===== src/kst_pkg.sv =====
// Shared types and codes for the keyed slot table.
`timescale 1ns / 1ps

package kst_pkg;

   // Request operation codes.
   typedef enum logic [1:0] {
      OP_CLAIM   = 2'd0,
      OP_LOOKUP  = 2'd1,
      OP_PEEK    = 2'd2,
      OP_RELEASE = 2'd3
   } opcode_type;

   // Response status codes.
   typedef enum logic [1:0] {
      STAT_HIT   = 2'd0,
      STAT_FREE  = 2'd1,
      STAT_EVICT = 2'd2,
      STAT_MISS  = 2'd3
   } status_type;

   // Width of the key and of the use stamps.
   localparam int KEY_W   = 64;
   localparam int STAMP_W = 64;
   localparam int SLOT_W  = 3;

   // Result of one pass through the shared compare unit.
   typedef struct packed {
      logic key_eq;
      logic stamp_lt;
   } cmp_res_type;

endpackage


===== src/kst_cmp.sv =====
// Shared compare unit: key equality and stamp ordering for one slot.
`timescale 1ns / 1ps

module kst_cmp import kst_pkg::*; (
   input  logic [KEY_W-1:0]   key_a,
   input  logic [KEY_W-1:0]   key_b,
   input  logic [STAMP_W-1:0] stamp_a,
   input  logic [STAMP_W-1:0] stamp_b,
   output cmp_res_type        result
);

   // One wide equality and one wide magnitude compare.
   always_comb begin
      result.key_eq   = (key_a == key_b);
      result.stamp_lt = (stamp_a < stamp_b);
   end

endmodule


===== src/keyed_slot_table_lru_evict.sv =====
// Top level of the fully associative keyed slot table with LRU eviction.
`timescale 1ns / 1ps

// The table holds ENTRIES slots, each with a 64-bit key, a valid mark and a
// 64-bit use stamp. Each request (claim, lookup, peek or release) is scanned
// against the slots one slot per cycle through a single memory read port and
// one shared compare unit, which finds the matching slot, the first free slot
// and the least recently used slot in the same pass. The scan is followed by
// the drain and decide states, after which the result is held until it is
// taken. The block takes no new item while one is in work, and it accepts the
// next item in the cycle after the result is taken. req_stall stays high while
// an item is in work. No clearing pass is needed after reset.
module keyed_slot_table_lru_evict import kst_pkg::*; #(
   parameter int ENTRIES = 8
) (
   input  logic              clock,
   input  logic              reset,
   input  logic              req_valid,
   output logic              req_stall,
   input  logic [1:0]        req_opcode,
   input  logic [KEY_W-1:0]  req_key,
   output logic              rsp_valid,
   input  logic              rsp_stall,
   output logic [1:0]        rsp_status,
   output logic [SLOT_W-1:0] rsp_slot_index
);

   localparam int IDX_W = $clog2(ENTRIES);

   typedef enum logic [2:0] {
      S_IDLE,
      S_SCAN,
      S_DRAIN,
      S_DECIDE,
      S_RESP
   } state_type;

   state_type           state_ff;
   opcode_type          op_ff;
   logic [KEY_W-1:0]    key_ff;
   logic [IDX_W-1:0]    rd_addr_ff;
   logic [IDX_W-1:0]    cmp_idx_ff;
   logic                cmp_vld_ff;
   logic [KEY_W-1:0]    key_rd_ff;
   logic [STAMP_W-1:0]  stamp_rd_ff;
   logic                found_ff;
   logic [IDX_W-1:0]    found_idx_ff;
   logic                free_ff;
   logic [IDX_W-1:0]    free_idx_ff;
   logic [IDX_W-1:0]    best_idx_ff;
   logic [STAMP_W-1:0]  best_stamp_ff;
   logic [ENTRIES-1:0]  valid_ff;
   logic [STAMP_W-1:0]  use_tick_ff;
   logic                rsp_valid_ff;
   status_type          rsp_status_ff;
   logic [SLOT_W-1:0]   rsp_slot_ff;

   logic [KEY_W-1:0]    key_mem   [ENTRIES];
   logic [STAMP_W-1:0]  stamp_mem [ENTRIES];

   cmp_res_type         cmp_res;
   status_type          status_in;
   logic [IDX_W-1:0]    pick_in;
   logic [IDX_W+2:0]    pick_ext;
   logic [STAMP_W-1:0]  tick_in;
   logic                key_wr_raw;
   logic                stamp_wr_raw;
   logic                rel_raw;
   logic                key_wr;
   logic                stamp_wr;
   logic                rel;
   logic                is_decide;
   logic                req_take;

   assign req_stall      = (state_ff != S_IDLE);
   assign req_take       = req_valid && !req_stall;
   assign rsp_valid      = rsp_valid_ff;
   assign rsp_status     = rsp_status_ff;
   assign rsp_slot_index = rsp_slot_ff;

   // Shared compare unit, fed from the registered memory read data.
   kst_cmp u_cmp (
      .key_a   (key_rd_ff),
      .key_b   (key_ff),
      .stamp_a (stamp_rd_ff),
      .stamp_b (best_stamp_ff),
      .result  (cmp_res)
   );

   // Choose the slot and status once the scan has finished.
   always_comb begin
      status_in    = STAT_MISS;
      pick_in      = '0;
      key_wr_raw   = 1'b0;
      stamp_wr_raw = 1'b0;
      rel_raw      = 1'b0;
      case (op_ff)
         OP_CLAIM: begin
            key_wr_raw   = 1'b1;
            stamp_wr_raw = 1'b1;
            if (found_ff) begin
               status_in = STAT_HIT;
               pick_in   = found_idx_ff;
            end else if (free_ff) begin
               status_in = STAT_FREE;
               pick_in   = free_idx_ff;
            end else begin
               status_in = STAT_EVICT;
               pick_in   = best_idx_ff;
            end
         end
         OP_LOOKUP: begin
            if (found_ff) begin
               status_in    = STAT_HIT;
               pick_in      = found_idx_ff;
               stamp_wr_raw = 1'b1;
            end
         end
         OP_PEEK: begin
            if (found_ff) begin
               status_in = STAT_HIT;
               pick_in   = found_idx_ff;
            end
         end
         OP_RELEASE: begin
            if (found_ff) begin
               status_in = STAT_HIT;
               pick_in   = found_idx_ff;
               rel_raw   = 1'b1;
            end
         end
         default: begin
            status_in = STAT_MISS;
         end
      endcase
   end

   assign is_decide = (state_ff == S_DECIDE);
   assign key_wr    = is_decide && key_wr_raw;
   assign stamp_wr  = is_decide && stamp_wr_raw;
   assign rel       = is_decide && rel_raw;
   assign tick_in   = use_tick_ff + STAMP_W'(1);
   assign pick_ext  = {3'b000, pick_in};

   // Key and stamp memories: one write port, one registered read port.
   always_ff @(posedge clock) begin
      if (key_wr) begin
         key_mem[pick_in] <= key_ff;
      end
      if (stamp_wr) begin
         stamp_mem[pick_in] <= tick_in;
      end
      key_rd_ff   <= key_mem[rd_addr_ff];
      stamp_rd_ff <= stamp_mem[rd_addr_ff];
   end

   // Sequencer: scan the slots, decide, update the table and hold the result.
   always_ff @(posedge clock) begin
      if (reset) begin
         state_ff     <= S_IDLE;
         cmp_vld_ff   <= 1'b0;
         valid_ff     <= '0;
         use_tick_ff  <= '0;
         rsp_valid_ff <= 1'b0;
         found_ff     <= 1'b0;
         free_ff      <= 1'b0;
         rd_addr_ff   <= '0;
      end else begin
         cmp_vld_ff <= (state_ff == S_SCAN);
         cmp_idx_ff <= rd_addr_ff;

         // Fold one slot into the running match, free and oldest picks.
         if (cmp_vld_ff) begin
            if (valid_ff[cmp_idx_ff]) begin
               if (cmp_res.key_eq && !found_ff) begin
                  found_ff     <= 1'b1;
                  found_idx_ff <= cmp_idx_ff;
               end
            end else if (!free_ff) begin
               free_ff     <= 1'b1;
               free_idx_ff <= cmp_idx_ff;
            end
            if (cmp_idx_ff == '0 || cmp_res.stamp_lt) begin
               best_idx_ff   <= cmp_idx_ff;
               best_stamp_ff <= stamp_rd_ff;
            end
         end

         case (state_ff)
            S_IDLE: begin
               if (req_take) begin
                  op_ff      <= opcode_type'(req_opcode);
                  key_ff     <= req_key;
                  rd_addr_ff <= '0;
                  found_ff   <= 1'b0;
                  free_ff    <= 1'b0;
                  state_ff   <= S_SCAN;
               end
            end
            S_SCAN: begin
               if (rd_addr_ff == IDX_W'(ENTRIES - 1)) begin
                  state_ff <= S_DRAIN;
               end else begin
                  rd_addr_ff <= rd_addr_ff + IDX_W'(1);
               end
            end
            S_DRAIN: begin
               state_ff <= S_DECIDE;
            end
            S_DECIDE: begin
               if (key_wr) begin
                  valid_ff[pick_in] <= 1'b1;
               end
               if (rel) begin
                  valid_ff[pick_in] <= 1'b0;
               end
               if (stamp_wr) begin
                  use_tick_ff <= tick_in;
               end
               rsp_valid_ff  <= 1'b1;
               rsp_status_ff <= status_in;
               rsp_slot_ff   <= pick_ext[2:0];
               state_ff      <= S_RESP;
            end
            S_RESP: begin
               if (!rsp_stall) begin
                  rsp_valid_ff <= 1'b0;
                  state_ff     <= S_IDLE;
               end
            end
            default: begin
               state_ff <= S_IDLE;
            end
         endcase
      end
   end

   // A new item is never taken while a result is still offered.
   assert property (@(posedge clock) disable iff (reset)
      !req_stall |-> !rsp_valid)
      else $error("request accepted while a result is pending");

   // A miss always reports slot zero.
   assert property (@(posedge clock) disable iff (reset)
      (rsp_valid && rsp_status == STAT_MISS) |-> (rsp_slot_index == '0))
      else $error("miss reported with a nonzero slot");

   // Every accepted item has its result ready once the scan, drain and decide states have passed.
   assert property (@(posedge clock) disable iff (reset)
      req_take |-> ##(ENTRIES + 3) rsp_valid)
      else $error("result not ready after the scan latency");

   // The use tick only holds or advances by one.
   assert property (@(posedge clock) disable iff (reset)
      1'b1 |=> (use_tick_ff == $past(use_tick_ff) ||
                use_tick_ff == $past(use_tick_ff) + STAMP_W'(1)))
      else $error("use tick moved by more than one");

endmodule


===== config.mk =====
export PLATFORM = sky130hd
export DESIGN_NAME = keyed_slot_table_lru_evict
export DESIGN_NICKNAME = d
export VERILOG_FILES = /design/src/kst_pkg.sv /design/src/kst_cmp.sv /design/src/keyed_slot_table_lru_evict.sv
export SDC_FILE = /design/constraint.sdc
export NUM_CORES = 1
export LEC_CHECK = 0
export BUFFER_PORTS_ARGS = -buffer_cell sky130_fd_sc_hd__buf_4
export CORE_ASPECT_RATIO = 0.9
export CORE_UTILIZATION = 45
export DETAILED_ROUTE_END_ITERATION = 10
export GPL_TIMING_DRIVEN = 0
export HOLD_SLACK_MARGIN = 0.12
export PLACE_DENSITY = 0.69
export SLEW_MARGIN = 20
export SYNTH_ARGS = -nofsm -noshare
export SYNTH_HDL_FRONTEND = slang
export SYNTH_SLANG_ARGS = --single-unit

===== constraint.sdc =====
create_clock -name clock -period 14.4 [get_ports clock]
set_input_delay 2.16 -clock clock [delete_from_list [all_inputs] [get_ports clock]]
set_output_delay 2.16 -clock clock [all_outputs]
set_load 0.005 [all_outputs]

== Yosys cells after proc, flatten, opt, wreduce, memory -nomap -nowiden ==
Memories as Yosys holds them, arrays and structs flattened. A register that Yosys moved wholly into a read port is not among the register bits.
Index checks and enable logic that the tools add are counted.

* Register bits: 229
* Memory bits (writable): 1024
* Input bits: 70
* Output and inout port bits: 7
* Word-level logic and storage cells: 111
* Memories: 2

{| class="wikitable"
|+ Memory list
! name !! depth !! width !! rd ports !! clocked after memory_dff !! write ports !! line !! text
|-
| key_mem || 8 || 64 || 1 || 1 || 1 || keyed_slot_table_lru_evict.sv:58 || <nowiki>logic [KEY_W-1:0] key_mem [ENTRIES];</nowiki>
|-
| stamp_mem || 8 || 64 || 1 || 1 || 1 || keyed_slot_table_lru_evict.sv:59 || <nowiki>logic [STAMP_W-1:0] stamp_mem [ENTRIES];</nowiki>
|}

* Add/subtract/negate cells: 2
* $lt $le $gt $ge: 4
* Equality and inequality tests: 13
* Multiplexer cells: 42
* Bitwise gates (word level): 6
* Reduce and logical (&&, ||, !) cells: 25

{| class="wikitable"
|+ Operators with widths
! kind !! count
|-
| $add A64 B1 Y64 const B || 1
|-
| $eq A64 B64 Y1 || 1
|-
| $lt A64 B64 Y1 || 1
|-
| $mux W8 || 4
|-
| $mux W3 || 8
|-
| $mux W1 || 19
|-
| $pmux W3 S5 || 1
|-
| $pmux W3 S2 || 2
|-
| $reduce_and A3 Y1 || 4
|-
| $and A8 B8 Y8 || 1
|-
| $lt A3 B4 Y1 const B || 2
|-
| $not A8 Y8 || 1
|-
| $or A8 B8 Y8 || 1
|-
| $reduce_and A4 Y1 || 2
|-
| $eq A3 B2 Y1 const B || 2
|-
| $eq A3 B3 Y1 const B || 2
|-
| $logic_and A1 B1 Y1 || 6
|-
| $logic_not A3 Y1 || 2
|-
| $mux W2 || 3
|-
| $ne A2 B2 Y1 const B || 3
|-
| $reduce_and A2 Y1 || 3
|-
| $eq A2 B2 Y1 const B || 2
|-
| $pmux W1 S2 || 2
|-
| $pmux W2 S2 || 1
|-
| 14 further kinds || 18
|}

== Longest topological paths before layout ==
Gate-level depths: netlist of run 1.

* Word-level depth: 13
* Gate-level depth with buffers: 9
* Depth with buffers taken out: 8

== Cells and area by module ==
A second synthesis of run 1 with hierarchy kept.

* Cells, all modules: 2759
* Area, all modules: 52724.3 um2

{| class="wikitable"
|+ Modules (own cells, without submodules)
! module !! instances !! cells each !! area each (um2) !! seq. area each (um2)
|-
| keyed_slot_table_lru_evict || 1 || 2447 || 50419.6 || 39367.8
|-
| kst_cmp || 1 || 312 || 2304.7 || 0.0
|}

== Worst setup path after synthesis of run 1 ==
No wires, ideal clock.

* Path kind: in2reg
* Start: input port reset
* End: register key_ff[0], enable pin
* Library setup time: 490 ps
* Data arrival time: 5502 ps
* Required time: 13910 ps
* Path slack: 8408 ps
* Stages: 4
* Buffers on the path: 3
* Cell sequence: clkbuf_1 -> clkbuf_1 -> clkbuf_1 -> nor2_1

* Longest elaborated chain between the ends: 2

{| class="wikitable"
|+ Ends and longest elaborated chain
! item !! line !! text
|-
| start, declared || keyed_slot_table_lru_evict.sv:17 || <nowiki>input logic reset,</nowiki>
|-
| $not A1 Y1 (no source line) || n/a ||
|-
| $reduce_and A3 Y1 (no source line) || n/a ||
|-
| end signal, assigned || keyed_slot_table_lru_evict.sv:193 || <nowiki>key_ff <= req_key;</nowiki>
|-
| end, declared || keyed_slot_table_lru_evict.sv:40 || <nowiki>logic [KEY_W-1:0] key_ff;</nowiki>
|}

Every way passes these cells.
A chain may end at the register's enable or synchronous reset.

== Worst setup path after layout of run 1 ==
* Start: register best_stamp_ff[61]
* End: register best_stamp_ff[16], enable pin

* Longest elaborated chain between the ends: 3

{| class="wikitable"
|+ Ends and longest elaborated chain
! item !! line !! text
|-
| start, declared || keyed_slot_table_lru_evict.sv:51 || <nowiki>logic [STAMP_W-1:0] best_stamp_ff;</nowiki>
|-
| start signal, assigned || keyed_slot_table_lru_evict.sv:185 || <nowiki>best_stamp_ff <= stamp_rd_ff;</nowiki>
|-
| $lt A64 B64 Y1 || kst_cmp.sv:15 || <nowiki>result.stamp_lt = (stamp_a < stamp_b);</nowiki>
|-
| $logic_or A1 B1 Y1 || keyed_slot_table_lru_evict.sv:183 || <nowiki>if (cmp_idx_ff == '0 || cmp_res.stamp_lt) begin</nowiki>
|-
| $reduce_and A3 Y1 (no source line) || n/a ||
|}

Every way passes these cells.

==> metrics.txt, run 1 <==
Mapped Nets 2881; Psw 1.629 mW; synthesized flop and latch total 1381; CTS Hold Bufs 0; Fin Hold WS 0.4257 ns; routed vias 25660; Internal 6.393 mW; top cells by area, synth edfxtp_1 67%, mux4_2 11%, dfxtp_1 8.0%; unrepaired setup endpoints after global routing false; register area share after synthesis 74.98%; clk_lat worst skew 0.76 ns; Fin. Hold Viols 0; final setup vio count 0; CTS buffer count 133; DRC Markers 0; worst path arrival time 5.16 ns; Post-CTS Setup Repair Bufs 0; IO buf count 75; CORE AREA 115300 um^2; DP HPWL 70180 um; Iteration-0 DRC Markers 2433; Avg Inst Size Synth 19.13 um^2; ratio of cells with drive above 1 in the final layout 24.36%; Critical Path End Type register; cts repair resizes 0; Synth cell types 57; top-area cell type share of the netlist area 66.97%; final setup TNS 0 ns; Die Ht 326.0 um; Final Critical Period 4.692 ns; # IOs 77; Synth async-reset ratio 0%; initial antenna violation count 5; worst reg2reg path startpoint best_stamp_ff[61]$_DFFE_PP_; Initial DRT Pass Iterations 6; htree depth 4; Clk pin slew, worst setup/hold paths 0.06 ns; Root Buffer clkbuf_16; flop2flop setup slack 9.71 ns; Layout area overhead 16.01%; CP max-delay cell nor4_1; crit-path max cell delay 1.03 ns; CP Launch Point best_stamp_ff[61]$_DFFE_PP_; logic gate share of total power 2.9%; Setup CP Type register to register; Cell Count, Final, Fillers Out 4684; Rel. slew slack 21.07%; Vias/cell 5.478; LEAKAGE 19.60 nW; Cells after Synth 2745; Worst Clk Skew 0.03135 ns; Max clock buf depth 3; CTS tree yes; largest net degree at the start of global routing 41; Rows 118; worst-case vdd ir drop 0.1241 mV; worst hold path class register to register; final slew viol count 0; Flop pwr share 54.4%; Critical Path Fanout Max 40; R2R cell count 9; Achievable Freq 213.1 MHz; WL final 109700 um; Main synth FF type edfxtp_1; GP Congestion 0.8521; vias in the first global route 26220; worst-path cell chain inv_1 -> ha_1 -> nand4_1 -> nor4_1 -> nand3_1 -> a311oi_1 -> a2111oi_0 -> a21o_4 -> buf_16; Layout Nets 3152; max-cap violations 0; Yosys top cell by area edfxtp_1; outcome complete, no violations; fillers 8846; capturing point of the worst reg2reg path best_stamp_ff[16]$_DFFE_PP_; Initial Util 45.53%; first-pass GRT wire length 165100 um; clock sinks 1381; Die ar. 118000 um^2; Ant. Diodes 0; Synth Cell Area 52500 um^2; Worst-Margin Slew 1.173 ns; gr ovfl total 0; Total GRT Usage 18.87%; Die W 362.1 um; critical path startpoint category register; routed len/inst 23.42 um; Final Cycle Share 32.58%; CP Capture Point best_stamp_ff[16]$_DFFE_PP_; YS warnings 0; Post-DRT Antenna Nets 0; clock power share 42.7%; cell count after placement 4439; Post-synth EDFFs 1171; Pwr Density 131.7 nW/um^2; Sw Ratio 20.31%; CP required 14.87 ns
worst min-delay path by stage:
stage,slack (ns),depth (start not counted),start,end
5_1_grt,0.44,0,stamp_rd_ff[58]$_DFF_P_,best_stamp_ff[58]$_DFFE_PP_
2_1_floorplan,0.40,0,stamp_rd_ff[0]$_DFF_P_,best_stamp_ff[0]$_DFFE_PP_
3_5_place_dp,0.42,0,stamp_rd_ff[0]$_DFF_P_,best_stamp_ff[0]$_DFFE_PP_
3_3_place_gp,0.41,0,stamp_rd_ff[0]$_DFF_P_,best_stamp_ff[0]$_DFFE_PP_
4_1_cts,0.43,0,stamp_rd_ff[0]$_DFF_P_,best_stamp_ff[0]$_DFFE_PP_
6_report,0.43,0,stamp_rd_ff[0]$_DFF_P_,best_stamp_ff[0]$_DFFE_PP_
power groups by stage:
stage	clock network, mW	registers, mW	logic [mW]
2_1_floorplan	0	4.44	0.159
3_3_place_gp	0	4.45	0.231
3_5_place_dp	0	4.45	0.237
4_1_cts	3.49	4.36	0.239
5_1_grt	3.64	4.36	0.254
6_report	3.43	4.36	0.234
Yosys cell counts (2+ instances only):
cell and n:
edfxtp_1 1171, mux4_2 258, dfxtp_1 210, nor2_1 132, mux2_2 129, inv_1 86
xnor2_1 86, nand2_1 85, xor2_1 83, clkbuf_1 78, ha_1 66, nand3_1 53
a21oi_1 46, nor3_1 40, nand4_1 37, buf_1 29, nor4_1 27, o21ai_0 22
or3_1 18, o21a_1 7, and3_1 6, and4_1 6, o221a_2 6, or4_1 6
buf_2 5, a211oi_1 4, a21o_1 4, mux2i_1 4, or2_2 4, a2111oi_0 3
a31oi_1 3, nor2b_1 3, o22ai_1 3, nand2b_1 2
sequential cells by signal, summed over array words and instances (netlist names):
register	cells
best_idx_ff	3
best_stamp_ff	64
cmp_idx_ff	3
cmp_vld_ff	1
found_ff	1
found_idx_ff	3
free_ff	1
free_idx_ff	3
key_ff	64
key_mem	512
key_rd_ff	64
op_ff	2
rd_addr_ff	3
rsp_slot_index	3
rsp_status	2
rsp_valid	1
stamp_mem	512
stamp_rd_ff	64
state_ff	3
use_tick_ff	64
valid_ff	8
kinds of logic after synthesis:
family,share of synthesized area [%]
flops,74.98
simple gates,3.925
mux,13.91
buf+inv,1.439
xor+xnor,2.819
compound gates,1.351
fa+ha+maj,1.573
cell type report:
type	count	area, um^2	area share, %
timing repair buffer	136	2007	3.295
tap	1560	1952	3.205
sequential	1381	39370	64.63
clock buffer	190	3715	6.099
inverter	87	329.1	0.5403
multi-input combinational	1165	12530	20.56
clock inverter	53	574.3	0.9429
buffer	112	437.9	0.7190
per-stage QoR:
| step | utilization [%] | setup WS (ns) | cell area (um^2) | total power [mW] |
|---|---|---|---|---|
| 3_3_place_gp | 47.71 | 5.610 | 55020 | 4.677 |
| 5_1_grt | 52.82 | 9.627 | 60910 | 8.257 |
| 3_5_place_dp | 49.08 | 9.083 | 56590 | 4.683 |
| 6_report | 52.82 | 9.708 | 60910 | 8.023 |
| 2_1_floorplan | - | 8.408 | 52500 | 4.595 |
| 4_1_cts | 52.80 | 9.634 | 60880 | 8.086 |
layer usage:
layer / vias to the layer above / track usage (%) / part of all wire [%]
met5: - / 0 / 0.042
met4: 8 / 5.960 / 2.4
met3: 165 / 4.290 / 6.8
met2: 792 / 29.50 / 48
met1: 13290 / 26.37 / 43
li1: 11410 / - / -
placed cells by master (no fill, tap or decap), types with 6 or more instances in the layout:
cell / n
nor4_1: 26
buf_1: 25
nand3_1: 53
inv_1: 86
buf_4: 75
inv_16: 6
clkbuf_1: 115
clkbuf_2: 9
nand4_1: 37
or3_1: 18
xor2_1: 83
buf_16: 34
a21oi_1: 46
xnor2_1: 86
clkbuf_16: 135
nor2_1: 115
dfxtp_1: 210
buf_12: 24
o221a_2: 6
mux2_2: 129
clkbuf_8: 13
edfxtp_1: 1171
nor3_1: 40
or4_1: 6
nand2_1: 85
clkinv_2: 16
buf_2: 6
nor2_4: 17
and4_1: 6
mux4_2: 258
ha_1: 66
o21a_1: 7
bufinv_16: 7
and3_1: 6
o21ai_0: 22
clkinv_1: 15
worst max-delay path, delay by kind of cell, from the launching register on:
kind / cells / cell delay, ns
compound gates: 3 / 1.51
fa+ha+maj: 1 / 0.29
buf+inv: 2 / 0.32
flops: 1 / 0.32
simple gates: 3 / 1.93
Note: power is estimated with default switching activity, not from simulation.
==> run 2, diff against run 1 <==
Settings changed: PLACE_DENSITY 0.69 to 0.71.
Clock period 14.4 ns to 4.3 ns, I/O delays scaled along.
==> run 2 against run 1 <==
Against the previous run: maximum frequency rose by 13%; critical path depth unchanged; register-to-register slack got worse by 9.5 ns; utilization is 0.82 points higher; global-route usage increased by 0.56 points; die area stayed put; sequential share of layout area down 0.99 points; hold slack got worse by 0.20 ns; clock skew increased by 0.0062 ns; flip-flop and latch count unchanged; final cell count increased by 1.5%; largest cell class unchanged; largest power group unchanged; highest routed layer unchanged.
==> metrics.txt, run 2 (synthesis gave the netlist of run 1 again) <==
Critical Path End Type register; Die W 362.1 um; capturing point of the worst reg2reg path best_stamp_ff[30]$_DFFE_PP_; worst path arrival time 4.59 ns; IO buf count 75; final setup vio count 0; # IOs 77; vias in the first global route 26720; Internal 21.63 mW; clock power share 42.9%; DRC Markers 0; worst reg2reg path startpoint best_stamp_ff[63]$_DFFE_PP_; Layout Nets 3222; Final Cycle Share 96.16%; Iteration-0 DRC Markers 2793; final setup TNS 0 ns; flop2flop setup slack 0.16 ns; final slew viol count 0; GP Congestion 0.8133; hold path cells 3; Flop pwr share 54.0%; Post-CTS Setup Repair Bufs 0; Worst Clk Skew 0.03756 ns; top flop regs key_mem: 512 flops, stamp_mem: 512 flops; Achievable Freq 241.8 MHz; worst-path cell chain inv_1 -> ha_1 -> nand4_1 -> nor4_2 -> nand3_1 -> a311oi_4 -> a2111oi_0 -> a21o_4 -> buf_16; CTS buffer count 131; Fin. Hold Viols 0; CORE AREA 115300 um^2; Die Ht 326.0 um; Worst Path Buf+Inv 2; post-layout util 53.64%; hold path startpoint rsp_stall; fillers 8668; DP HPWL 72510 um; Post-DRT Antenna Nets 0; first-pass GRT wire length 169800 um; Worst-Margin Slew 1.170 ns; max-cap violations 0; htree depth 4; Vias/cell 5.525; Clk pin slew, worst setup/hold paths 0.06 ns; critical path startpoint category register; CP required 4.76 ns; Psw 5.426 mW; CTS tree yes; R2R cell count 9; outcome complete, no violations; Total GRT Usage 19.43%; Pwr Density 437.4 nW/um^2; crit-path max cell delay 0.73 ns; worst-case vdd ir drop 0.4135 mV; Sw Ratio 20.05%; routed vias 26270; WL final 112600 um; Rows 118; Rel. slew slack 22.00%; worst hold path class primary input to register; Initial DRT Pass Iterations 6; gr ovfl total 0; clock sinks 1381; largest net degree at the start of global routing 42; LEAKAGE 19.97 nW; commonest non-fill, non-tap cell in the layout edfxtp_1; most frequent cells in the layout 1171 x edfxtp_1, 258 x mux4_2, 210 x dfxtp_1; Die ar. 118000 um^2; ratio of cells with drive above 1 in the final layout 23.99%; Initial Util 45.53%; Final Critical Period 4.135 ns; Max clock buf depth 3; Setup CP Type register to register; logic gate share of total power 3.1%; Hold Path End state_ff[2]$_SDFFE_PP0P_; Top Family by Delay on Critical Path simple AND/OR/NAND/NOR gates; initial antenna violation count 5; routed len/inst 23.68 um; Layout area overhead 17.81%; Root Buffer clkbuf_16; clk_lat worst skew 0.77 ns; Critical Path Fanout Max 41; CP max-delay cell nor4_2
[run 2: cell count changes in the layout (fill, tap and decap cells not counted), sizes merged]
cell         delta
inv             -2
clkinv          -5
bufinv          +4
buf             +8
dlygate4sd3    +66
clkbuf          -2
diode           +2
[run 2: worst max-delay path by stage]
stage / from / to / depth (start not counted)
detailed placement: best_stamp_ff[63]$_DFFE_PP_ / best_stamp_ff[28]$_DFFE_PP_ / 9
global route: best_stamp_ff[63]$_DFFE_PP_ / best_stamp_ff[26]$_DFFE_PP_ / 9
floorplan: state_ff[1]$_SDFFE_PP0P_ / stamp_mem[2][0]$_DFFE_PP_ / 6
finish: best_stamp_ff[63]$_DFFE_PP_ / best_stamp_ff[30]$_DFFE_PP_ / 9
global placement: state_ff[1]$_SDFFE_PP0P_ / stamp_mem[7][33]$_DFFE_PP_ / 6
CTS: best_stamp_ff[63]$_DFFE_PP_ / best_stamp_ff[30]$_DFFE_PP_ / 9
[run 2: per-stage QoR]
step	setup WS (ns)	cell area, um^2	cells	total power, mW	hold WS (ns)
2_1_floorplan	-0.3152	52530	2745	15.39	0.3995
3_3_place_gp	-3.816	55040	4380	15.66	0.4150
3_5_place_dp	0.09435	56850	4447	15.69	0.4216
4_1_cts	0.04210	61830	4753	27.25	0.1629
5_1_grt	-0.01790	61850	4753	27.79	0.2094
6_report	0.1649	61850	4755	27.06	0.2208
[run 2: layout make-up]
class	instances	area, um^2	share of cell area (%)
antenna	2	5.005	0.008092
buffer	112	432.9	0.6999
clock buffer	190	3705	5.990
clock inverter	50	613.1	0.9912
inverter	87	329.1	0.5320
multi-input combinational	1165	12560	20.31
sequential	1381	39370	63.65
tap	1560	1952	3.156
timing repair buffer	208	2885	4.665
[run 2: timing repair]
action                                  in CTS  in global routing
resized for setup                            0                  2
endpoints found under the setup margin       0                 41
hold buffers                                66                  0
hold endpoints to repair                    66                  0
[run 2: layer usage]
metal / GRT usage [%] / part of all wire [%] / vias to the layer above
met2: 30.10 / 47 / 916
met3: 3.698 / 7.3 / 155
met1: 28.08 / 44 / 13660
li1: - / - / 11530
met5: 0 / 0.040 / -
met4: 5.711 / 1.9 / 8
[run 2: power by group through the flow]
| stage | Combinational, mW | Clock (mW) | Sequential (mW) |
|---|---|---|---|
| after CTS | 0.850 | 11.8 | 14.6 |
| after detailed placement | 0.795 | 0 | 14.9 |
| after floorplan | 0.534 | 0 | 14.9 |
| after global routing | 0.908 | 12.3 | 14.6 |
| final | 0.838 | 11.6 | 14.6 |
| after global placement | 0.774 | 0 | 14.9 |
[run 2: worst min-delay path, cell delays in order]
cell and delay, ns:
buf_4 0.12, nand3_1 0.08, a21oi_1 0.06
==> run 3, diff against run 2 <==
Settings changed: CORE_MARGIN set to 2.
==> run 3 against run 2 <==
Against the previous run: routed wire length is 0.23% higher; sequential share of layout area is 0.23 points higher; total power is 0.95% lower; combinational power is 0.6% higher; flip-flop and latch count stayed put; worst setup slack better by 0.14 ns; clock skew is 0.011 ns lower; critical path depth stayed put; register-to-register slack better by 0.14 ns; clock power hardly changed; die area is 1.2% higher; hold slack worse by 0.0018 ns.
==> metrics.txt, run 3 (synthesis gave the netlist of run 1 again) <==
vias in the first global route 26840; clock power share 42.4%; # IOs 77; gr ovfl total 0; most frequent cells in the layout 1171 x edfxtp_1, 258 x mux4_2, 210 x dfxtp_1; Worst-Margin Slew 1.207 ns; Initial Util 45.47%; Root Buffer clkbuf_16; post-route cell area 61630 um^2; LEAKAGE 19.89 nW; multi-input logic area 12570 um^2; fillers 8819; Post-DRT Antenna Nets 0; placed cell area 56660 um^2; critical path startpoint category register; max-cap violations 0; initial antenna violation count 2; final slew viol count 0; worst reg2reg path startpoint best_stamp_ff[61]$_DFFE_PP_; Layout Nets 3218; worst-case vdd ir drop 0.2420 mV; CTS tree yes; first-pass GRT wire length 170200 um; CORE AREA 115500 um^2; Final Cycle Share 92.96%; flop2flop setup slack 0.30 ns; Vias/cell 5.519; ratio of cells with drive above 1 in the final layout 24.24%; top flop regs key_mem: 512 flops, stamp_mem: 512 flops; capturing point of the worst reg2reg path best_stamp_ff[7]$_DFFE_PP_; routed len/inst 23.73 um; CTS buffer count 133; worst hold path class primary input to register; htree depth 4; clk_lat worst skew 0.75 ns; Internal 21.29 mW; DP HPWL 72280 um; Achievable Freq 250.2 MHz; largest net degree at the start of global routing 43; Setup CP Type register to register; Critical Path Fanout Max 42; final setup vio count 0; Layout area overhead 17.38%; Die Ht 328.0 um; Clk pin slew, worst setup/hold paths 0.06 ns; Pwr Density 434.9 nW/um^2; commonest non-fill, non-tap cell in the layout edfxtp_1; routed vias 26240; Fin. Hold Viols 0; unrepaired setup endpoints after global routing false; Flop pwr share 54.5%; WL final 112900 um; Final Critical Period 3.997 ns; hold path startpoint rsp_stall; Initial DRT Pass Iterations 6; DRC Markers 0; Sequential Area 39370 um^2; R2R cell count 9; Total GRT Usage 19.23%; Rel. slew slack 18.76%; Critical Path End Type register; Worst Clk Skew 0.02653 ns; outcome complete, no violations; logic gate share of total power 3.1%; clock sinks 1381; hold path cells 3; Max clock buf depth 3; GP Congestion 0.8121; Sw Ratio 20.54%; Rows 118; worst path arrival time 4.43 ns; total power 26.80 mW; Die ar. 119400 um^2; Iteration-0 DRC Markers 2637; CP required 4.74 ns; Hold Path End state_ff[2]$_SDFFE_PP0P_; Die W 364.1 um; IO buf count 75; Psw 5.504 mW
[run 3: worst max path at each step]
| stage | from | endpoint | slack (ns) |
|---|---|---|---|
| 2_1_floorplan | state_ff[1]$_SDFFE_PP0P_ | stamp_mem[2][0]$_DFFE_PP_ | -0.32 |
| 3_3_place_gp | state_ff[1]$_SDFFE_PP0P_ | stamp_mem[2][27]$_DFFE_PP_ | -3.92 |
| 3_5_place_dp | best_stamp_ff[61]$_DFFE_PP_ | best_stamp_ff[30]$_DFFE_PP_ | -0.11 |
| 4_1_cts | best_stamp_ff[61]$_DFFE_PP_ | best_stamp_ff[26]$_DFFE_PP_ | 0.21 |
| 5_1_grt | best_stamp_ff[61]$_DFFE_PP_ | best_stamp_ff[4]$_DFFE_PP_ | 0.14 |
| 6_report | best_stamp_ff[61]$_DFFE_PP_ | best_stamp_ff[7]$_DFFE_PP_ | 0.30 |
[run 3: cell type report]
| class | instances | area share (%) |
|---|---|---|
| multi-input cells | 1165 | 20.39 |
| clock buffers | 182 | 6.012 |
| diodes | 2 | 0.008121 |
| flip-flops and latches | 1381 | 63.88 |
| well taps | 1560 | 3.167 |
| plain buffers | 112 | 0.7106 |
| inverters | 87 | 0.5340 |
| clock inverters | 64 | 0.9238 |
| repair buffers | 202 | 4.369 |
[run 3: critical path, stage by stage, from the launching register on]
cell and delay [ns]:
edfxtp_1 0.32, inv_1 0.05, ha_1 0.30, nand4_1 0.24
nor4_2 0.81, nand3_2 0.44, a311oi_4 0.59, a2111oi_0 0.18
a21o_4 0.40, buf_16 0.26
[run 3: stage by stage]
stage / setup TNS, ns / utilization (%) / setup slack (ns) / std cells / hold WS (ns)
final: 0 / 53.38 / 0.3028 / 4755 / 0.2190
after global placement: -2740.71 / 47.67 / -3.917 / 4380 / 0.4109
after CTS: 0 / 53.36 / 0.2054 / 4753 / 0.1678
after floorplan: -159.42 / - / -0.3152 / 2745 / 0.3995
after detailed placement: -3.874 / 49.07 / -0.1100 / 4441 / 0.4198
after global routing: 0 / 53.37 / 0.1356 / 4753 / 0.2045
[run 3: per-layer routing]
metal,routed length [um],global-route usage (%)
met1,50300,28.65
met2,52980,29.73
met3,7775,3.112
met4,1785,4.968
met5,13,0
[run 3: what timing repair did]
item / CTS / global route
endpoints found under the setup margin: 42 / 0
hold buffers: 66 / 0
endpoints found under the hold margin: 66 / 0
resized for setup: 3 / 0
buffers inserted: 0 / 0
[run 3: power groups by stage]
stage	clock network, mW	registers (mW)	logic, mW
2_1_floorplan	0	14.9	0.534
3_3_place_gp	0	14.9	0.778
3_5_place_dp	0	14.9	0.801
4_1_cts	11.5	14.6	0.857
5_1_grt	12.1	14.6	0.914
6_report	11.4	14.6	0.843
